==> src/rtl/lkv_pkg.sv <==
`default_nettype none

package lkv_pkg;

  localparam int CAPACITY = 16;
  localparam int CFG_W = 5;
  localparam int KEY_W = 32;
  localparam int VAL_W = 32;
  localparam int CAP_RESET = 16;
  localparam int IDX_W = (CAPACITY > 1) ? $clog2(CAPACITY) : 1;
  localparam int RANK_W = IDX_W;
  localparam int CAP_W = $clog2(CAPACITY + 1);
  localparam int CMP_W = (CAP_W > CFG_W) ? CAP_W : CFG_W;

  localparam logic MODE_GET = 1'b0;
  localparam logic MODE_PUT = 1'b1;

  localparam logic [VAL_W-1:0] MISS_VALUE = '1;

  typedef enum logic [1:0] {
    ST_IDLE,
    ST_MATCH,
    ST_UPDATE
  } lkv_state_t;

  typedef struct packed {
    logic capture;
    logic match;
    logic update;
  } lkv_cmd_t;

endpackage

`default_nettype wire

==> src/rtl/lkv_datapath.sv <==
`default_nettype none

module lkv_datapath
  import lkv_pkg::*;
(
  input  wire logic             clk,
  input  wire logic             rst_n,
  input  wire lkv_cmd_t         cmd,
  input  wire logic             in_mode,
  input  wire logic [KEY_W-1:0] in_key,
  input  wire logic [VAL_W-1:0] in_value,
  input  wire logic             cfg_write,
  input  wire logic [CFG_W-1:0] cfg_data,
  output logic                  res_hit,
  output logic [VAL_W-1:0]      res_value
);

  logic              mode_r;
  logic [KEY_W-1:0]  key_r;
  logic [VAL_W-1:0]  wval_r;
  logic [CFG_W-1:0]  cap_r;
  logic              hit_r;
  logic [IDX_W-1:0]  idx_r;
  logic              out_hit_r;
  logic [VAL_W-1:0]  out_value_r;

  logic [KEY_W-1:0]  entry_key_r   [CAPACITY];
  logic [VAL_W-1:0]  entry_value_r [CAPACITY];
  logic              entry_valid_r [CAPACITY];
  logic [RANK_W-1:0] entry_rank_r  [CAPACITY];
  logic              entry_valid_nxt [CAPACITY];
  logic [RANK_W-1:0] entry_rank_nxt  [CAPACITY];

  logic [CAPACITY-1:0] match_vec;
  logic [CAPACITY-1:0] keep_vec;
  logic                match_found;
  logic [IDX_W-1:0]    match_idx;
  logic [IDX_W-1:0]    slot_idx;
  logic [CMP_W-1:0]    cap_wide;
  logic [CMP_W-1:0]    cap_eff;
  logic [RANK_W-1:0]   limit;
  logic [RANK_W-1:0]   hit_rank;

  always_comb begin
    cap_wide = CMP_W'(cap_r);
    if (cap_wide == '0) begin
      cap_eff = CMP_W'(1);
    end else if (cap_wide > CMP_W'(CAPACITY)) begin
      cap_eff = CMP_W'(CAPACITY);
    end else begin
      cap_eff = cap_wide;
    end
    limit = RANK_W'(cap_eff - CMP_W'(1));
  end

  always_comb begin
    match_idx = '0;
    for (int i = 0; i < CAPACITY; i++) begin
      match_vec[i] = entry_valid_r[i] && (entry_key_r[i] == key_r);
    end
    for (int i = CAPACITY - 1; i >= 0; i--) begin
      if (match_vec[i]) begin
        match_idx = IDX_W'(i);
      end
    end
    match_found = |match_vec;
  end

  always_comb begin
    slot_idx = '0;
    for (int i = 0; i < CAPACITY; i++) begin
      keep_vec[i] = entry_valid_r[i] && (entry_rank_r[i] < limit);
    end
    for (int i = CAPACITY - 1; i >= 0; i--) begin
      if (!keep_vec[i]) begin
        slot_idx = IDX_W'(i);
      end
    end
  end

  assign hit_rank = entry_rank_r[idx_r];

  always_comb begin
    for (int i = 0; i < CAPACITY; i++) begin
      entry_valid_nxt[i] = entry_valid_r[i];
      entry_rank_nxt[i]  = entry_rank_r[i];
      if (hit_r) begin
        if (IDX_W'(i) == idx_r) begin
          entry_rank_nxt[i] = '0;
        end else if (entry_valid_r[i] && (entry_rank_r[i] < hit_rank)) begin
          entry_rank_nxt[i] = entry_rank_r[i] + RANK_W'(1);
        end
      end else if (mode_r == MODE_PUT) begin
        if (keep_vec[i]) begin
          entry_valid_nxt[i] = 1'b1;
          entry_rank_nxt[i]  = entry_rank_r[i] + RANK_W'(1);
        end else begin
          entry_valid_nxt[i] = (IDX_W'(i) == slot_idx);
          entry_rank_nxt[i]  = '0;
        end
      end
    end
  end

  always_ff @(posedge clk) begin
    if (!rst_n) begin
      cap_r <= CFG_W'(CAP_RESET);
      for (int i = 0; i < CAPACITY; i++) begin
        entry_valid_r[i] <= 1'b0;
        entry_rank_r[i]  <= '0;
      end
    end else begin
      if (cfg_write) begin
        cap_r <= cfg_data;
      end
      if (cmd.update) begin
        for (int i = 0; i < CAPACITY; i++) begin
          entry_valid_r[i] <= entry_valid_nxt[i];
          entry_rank_r[i]  <= entry_rank_nxt[i];
        end
      end
    end
  end

  always_ff @(posedge clk) begin
    if (cmd.capture) begin
      mode_r <= in_mode;
      key_r  <= in_key;
      wval_r <= in_value;
    end
    if (cmd.match) begin
      hit_r <= match_found;
      idx_r <= match_idx;
    end
    if (cmd.update) begin
      out_hit_r <= hit_r;
      if (mode_r == MODE_PUT) begin
        out_value_r <= '0;
        if (hit_r) begin
          entry_value_r[idx_r] <= wval_r;
        end else begin
          entry_key_r[slot_idx]   <= key_r;
          entry_value_r[slot_idx] <= wval_r;
        end
      end else if (hit_r) begin
        out_value_r <= entry_value_r[idx_r];
      end else begin
        out_value_r <= MISS_VALUE;
      end
    end
  end

  assign res_hit   = out_hit_r;
  assign res_value = out_value_r;

endmodule

`default_nettype wire

==> src/rtl/lkv_ctrl.sv <==
`default_nettype none

module lkv_ctrl
  import lkv_pkg::*;
(
  input  wire logic clk,
  input  wire logic rst_n,
  input  wire logic in_valid,
  output logic      in_ready,
  output logic      out_valid,
  input  wire logic out_ready,
  output lkv_cmd_t  cmd
);

  lkv_state_t state_r;
  lkv_state_t state_nxt;
  logic       out_valid_r;
  logic       out_valid_nxt;
  logic       out_free;

  assign out_free = !out_valid_r || out_ready;

  always_comb begin
    state_nxt = state_r;
    case (state_r)
      ST_IDLE: begin
        if (in_valid) begin
          state_nxt = ST_MATCH;
        end
      end
      ST_MATCH: begin
        state_nxt = ST_UPDATE;
      end
      ST_UPDATE: begin
        if (out_free) begin
          state_nxt = ST_IDLE;
        end
      end
      default: begin
        state_nxt = ST_IDLE;
      end
    endcase
  end

  always_comb begin
    in_ready    = 1'b0;
    cmd.capture = 1'b0;
    cmd.match   = 1'b0;
    cmd.update  = 1'b0;
    case (state_r)
      ST_IDLE: begin
        in_ready    = 1'b1;
        cmd.capture = in_valid;
      end
      ST_MATCH: begin
        cmd.match = 1'b1;
      end
      ST_UPDATE: begin
        cmd.update = out_free;
      end
      default: begin
        in_ready = 1'b0;
      end
    endcase
  end

  always_comb begin
    if (cmd.update) begin
      out_valid_nxt = 1'b1;
    end else if (out_ready) begin
      out_valid_nxt = 1'b0;
    end else begin
      out_valid_nxt = out_valid_r;
    end
  end

  always_ff @(posedge clk) begin
    if (!rst_n) begin
      state_r     <= ST_IDLE;
      out_valid_r <= 1'b0;
    end else begin
      state_r     <= state_nxt;
      out_valid_r <= out_valid_nxt;
    end
  end

  assign out_valid = out_valid_r;

`ifndef SYNTHESIS
  a_accept_to_match: assert property (@(posedge clk) disable iff (!rst_n)
    (in_valid && in_ready) |=> (state_r == ST_MATCH))
    else $error("accepted word did not start a key compare");
  a_match_to_update: assert property (@(posedge clk) disable iff (!rst_n)
    (state_r == ST_MATCH) |=> (state_r == ST_UPDATE))
    else $error("key compare not followed by update");
  a_update_free: assert property (@(posedge clk) disable iff (!rst_n)
    cmd.update |-> (!out_valid_r || out_ready))
    else $error("update overwrote a result word not yet taken");
  a_update_shows: assert property (@(posedge clk) disable iff (!rst_n)
    cmd.update |=> out_valid_r)
    else $error("update did not present a result word");
`endif

endmodule

`default_nettype wire

==> src/rtl/lru_key_value_cache_top.sv <==
`default_nettype none

// Fully associative key-value cache with least-recently-used replacement over
// sixteen entries; each input word is a get or a put and yields one result word.
// An item passes through the controller states in order: it is accepted and
// captured in the idle state, its key is compared in parallel across all entries
// in the match state, and ranks and entries are updated and the result is
// registered in the update state. A new word is accepted only in the idle state,
// so the cache takes no new word before it is through with the last one. The
// result waits in an output register, and the next word is accepted while it
// waits; its update step stalls only while the earlier result has not been taken.
// The store is empty after reset with no clearing pass. The capacity register is
// always ready and should be written only while the cache is idle.

module lru_key_value_cache_top
  import lkv_pkg::*;
(
  input  wire logic                    clk,
  input  wire logic                    rst_n,
  input  wire logic                    in_valid,
  output logic                         in_ready,
  input  wire logic                    in_mode,
  input  wire logic signed [KEY_W-1:0] in_lookup_key,
  input  wire logic signed [VAL_W-1:0] in_write_value,
  output logic                         out_valid,
  input  wire logic                    out_ready,
  output logic                         out_hit,
  output logic signed [VAL_W-1:0]      out_read_value,
  input  wire logic                    cfg_valid,
  output logic                         cfg_ready,
  input  wire logic [CFG_W-1:0]        cfg_capacity
);

  lkv_cmd_t         cmd;
  logic [VAL_W-1:0] res_value;

  assign cfg_ready = 1'b1;

  lkv_ctrl u_ctrl (
    .clk       (clk),
    .rst_n     (rst_n),
    .in_valid  (in_valid),
    .in_ready  (in_ready),
    .out_valid (out_valid),
    .out_ready (out_ready),
    .cmd       (cmd)
  );

  lkv_datapath u_datapath (
    .clk       (clk),
    .rst_n     (rst_n),
    .cmd       (cmd),
    .in_mode   (in_mode),
    .in_key    (in_lookup_key),
    .in_value  (in_write_value),
    .cfg_write (cfg_valid && cfg_ready),
    .cfg_data  (cfg_capacity),
    .res_hit   (out_hit),
    .res_value (res_value)
  );

  assign out_read_value = res_value;

endmodule

`default_nettype wire
==> config.mk <==
export PLATFORM = sky130hd
export DESIGN_NAME = lru_key_value_cache_top
export DESIGN_NICKNAME = d
export VERILOG_FILES = /design/src/rtl/lkv_pkg.sv /design/src/rtl/lkv_datapath.sv /design/src/rtl/lkv_ctrl.sv /design/src/rtl/lru_key_value_cache_top.sv
export SDC_FILE = /design/constraint.sdc
export NUM_CORES = 2
export LEC_CHECK = 0
export BUFFER_PORTS_ARGS = -buffer_cell sky130_fd_sc_hd__buf_2
export CORE_MARGIN = 2
export CORE_UTILIZATION = 25
export DETAILED_ROUTE_END_ITERATION = 10
export RECOVER_POWER = 50
export SLEW_MARGIN = 20
export SYNTH_ARGS = -nofsm -noshare
export SYNTH_HDL_FRONTEND = slang
export SYNTH_SLANG_ARGS = --single-unit
==> constraint.sdc <==
create_clock -name clk -period 14.25 [get_ports clk]
set_input_delay 1.425 -clock clk [delete_from_list [all_inputs] [get_ports clk]]
set_output_delay 1.425 -clock clk [all_outputs]
set_load 0.01 [all_outputs]
==> metrics <==
worst slew pin tran 3.81 ns; register area 36400 µm²; Via-to-Cell Ratio roughly 4.5; met2 WL 61900 µm; placed cell areas 55800 µm²; period utilization 46.2%; Mapped Area 51600 µm²; clock skew 0.0307 ns; layout cells sized above 1 16.0%; Die Span X 458 µm; VDD IR max 0.000113 V; Cell Chain, Critical Path clkbuf_1, clkinv_1, clkbuf_1, nand2_1, o31ai_1, nand4_1, nor2_4, buf_4; crit path kind reg -> reg; Final #Nets 3330; cell repeated most along the worst path clkbuf_1; met1 WL approximately 54000 µm; worst path buffer plus inverter count 4; Mapped Cells 2987; Max Clk Rate 152 MHz; DRC 0; CP max-delay cell clkbuf_1; share of the synthesized area in the top cell type 70.2%; number of synthesized register bits 1215; fillers 20113; startpoint types flop; Die Area 210000 µm²; multi-input logic area 14600 µm²; die span in y 458 µm; setup violators final 0; Tot GR Track Use 11.7%; Starting Density 25.2%; TritonCTS Buffers 111; Req. time, crit path approximately 15 ns; Placer Congestion 0.862; synth top area cells edfxtp_1 (70%), mux4_2 (7.8%), xnor2_1 (6.7%); vias in the first global route 27490; CP max FO 36; Yosys warnings 0; cell with the most instances after synthesis edfxtp_1; met3 WL 5580 µm; status finished, violations left; IO Port Bufs 109; Post-CTS Setup Inserts 0; clock sink count 1215; grt total ovfl 0; Max Slew Vio Count around 1100; synthesized area per cell 17.3 µm²; crit end category flop; clock slew at the register clock pins of the worst setup and hold paths 0.06 ns; post_cts resized 0; sequential share of the synthesized area 70.5%; initial antenna violation count 12; clock latency on the worst-skew pair 0.74 ns; H-tree levels 3; first-pass GRT wire length 185000 µm; Routed WL per cell 21.0 µm; pwr dens 126 nW/µm²; Worst path top cell family by delay buffers and inverters; largest net degree at the start of global routing 142; Worst path max stage delay between 1.5 and 2 ns; synth cell count leaders edfxtp_1 (1207), xnor2_1 (395), nor2_1 (217), mux4_2 (179), xor2_1 (147); DR top layer met5; failing checks capacitance limit, slew limit; syn nets 3159; Worst Hold Class reg -> reg; Rows ~170; relative slew slack -154%; DR pass1 iterations 5; WP data arrival 6.94 ns; ys async rst share 0%; WHS roughly 0.54 ns; clock root cell clkbuf_16; routed vias about 27000; final hold vios 0; CORE AREA just over 200000 µm²; Area Overhead vs Synth 14.5%; CTS Hold Bufs 0; post-route cell area 59100 µm²; Setup TNS 0 ns; Max Cap Violations 35; I/O pins ~110; clk buf depth 3; final wirelength 125000 µm; Initial DRC Count 2296; RSZ-0062 raised after global routing false; Unique masters post-synth 80; Detail Route Antenna Nets 0; CTS tree built; biggest area consumer among synthesized cells edfxtp_1; main flop type after synthesis edfxtp_1; static leakage 18.1 nW; utilization after layout 28.8%; Final min period between 6 and 7 ns; HPWL Detailed 73300 µm; Post-synth EDFFs 1207
power breakdown:
| part | total [mW] | internal (mW) | switching, mW |
|---|---|---|---|
| Combinational | 0.472 | 0.181 | 0.291 |
| Sequential | 4.06 | 3.98 | 0.0762 |
| Clock | 2.91 | 1.61 | 1.31 |
| Total | 7.45 | 5.77 | 1.67 |
sequential cells by signal (all words and copies together), names as in the netlist:
| name | cells |
|---|---|
| u_datapath.res_hit | 1 |
| u_datapath.idx_r | 4 |
| u_datapath.entry_valid_r | 16 |
| u_datapath.key_r | 32 |
| u_ctrl.out_valid | 1 |
| u_datapath.mode_r | 1 |
| u_datapath.cap_r | 5 |
| u_datapath.entry_key_r | 512 |
| u_ctrl.state_r | 2 |
| u_datapath.wval_r | 32 |
| u_datapath.entry_value_r | 512 |
| u_datapath.res_value | 32 |
| u_datapath.hit_r | 1 |
| u_datapath.entry_rank_r | 64 |
cell type report:
class / instances / share of cell area (%)
Tap cell: 2688 / 5.69
Multi-Input combinational cell: 1593 / 24.7
Sequential cell: 1215 / 61.6
Clock inverter: 68 / 1.03
Inverter: 44 / 0.280
Antenna cell: 7 / 0.0297
Timing Repair Buffer: 193 / 1.70
Clock buffer: 136 / 4.90
worst paths after layout:
| kind | start | endpoint | cells past startpoint | slack (ns) |
|---|---|---|---|---|
| worst max-delay path | u_datapath.hit_r$_DFFE_PN_ | u_datapath.entry_value_r[14][16]$_DFFE_PP_ | 8 | 7.66 |
| worst min-delay path | u_ctrl.out_valid$_SDFFE_PN0P_ | u_ctrl.out_valid$_SDFFE_PN0P_ | 2 | 0.54 |
| worst max register to register | u_datapath.hit_r$_DFFE_PN_ | u_datapath.entry_value_r[14][16]$_DFFE_PP_ | 8 | 7.66 |
| worst min register to register | u_ctrl.out_valid$_SDFFE_PN0P_ | u_ctrl.out_valid$_SDFFE_PN0P_ | 2 | 0.54 |
worst min-delay path: stages (launching register included):
cell and delay, ns:
dfxtp_1 0.31, nand2b_1 0.11, a21oi_1 0.08
cells in the final DEF (no fill, tap or decap), types with 9 or more instances in the layout:
master and instances:
edfxtp_1 1207, xnor2_1 394, nor2_1 189, mux4_2 179, xor2_1 147, clkbuf_16 112
nand4_1 98, clkbuf_1 98, ha_1 97, buf_2 76, o21ai_0 51, nor4_1 49
nand2_1 49, o21a_1 42, inv_1 41, buf_4 41, nand3_1 39, clkinv_1 31
nor3_1 19, nor2_4 17, nor2_2 17, clkinv_2 17, o211ai_1 15, a311oi_1 15
a21oi_1 14, or4_1 13, o31ai_1 13, nand2b_1 10, nor3b_1 9, bufinv_16 9
cell families after synthesis:
| family | share of synthesized area (%) |
|---|---|
| AOI/OAI and AO/OA | 2.99 |
| xor gates and xnor gates | 9.20 |
| adders and majority gates | 2.35 |
| buffers and inverters | 1.45 |
| DFF | 70.5 |
| muxes | 8.00 |
| other | 0.00727 |
| and+or+nand+nor | 5.46 |
per-layer routing:
layer,GRT usage [%],up-vias
met4,3.80,2
met1,15.2,14050
met3,1.40,193
met5,0,-
met2,20.2,727
li1,-,11921
through the flow:
step	instances	power, mW	worst slack (ns)
3_5_place_dp	5733	4.61	8.19
5_1_grt	5941	7.69	7.47
3_3_place_gp	5733	4.60	8.40
4_1_cts	5937	7.52	8.15
2_1_floorplan	2987	4.41	8.11
6_report	5944	7.45	7.66
Note: power is estimated with default switching activity, not from simulation.
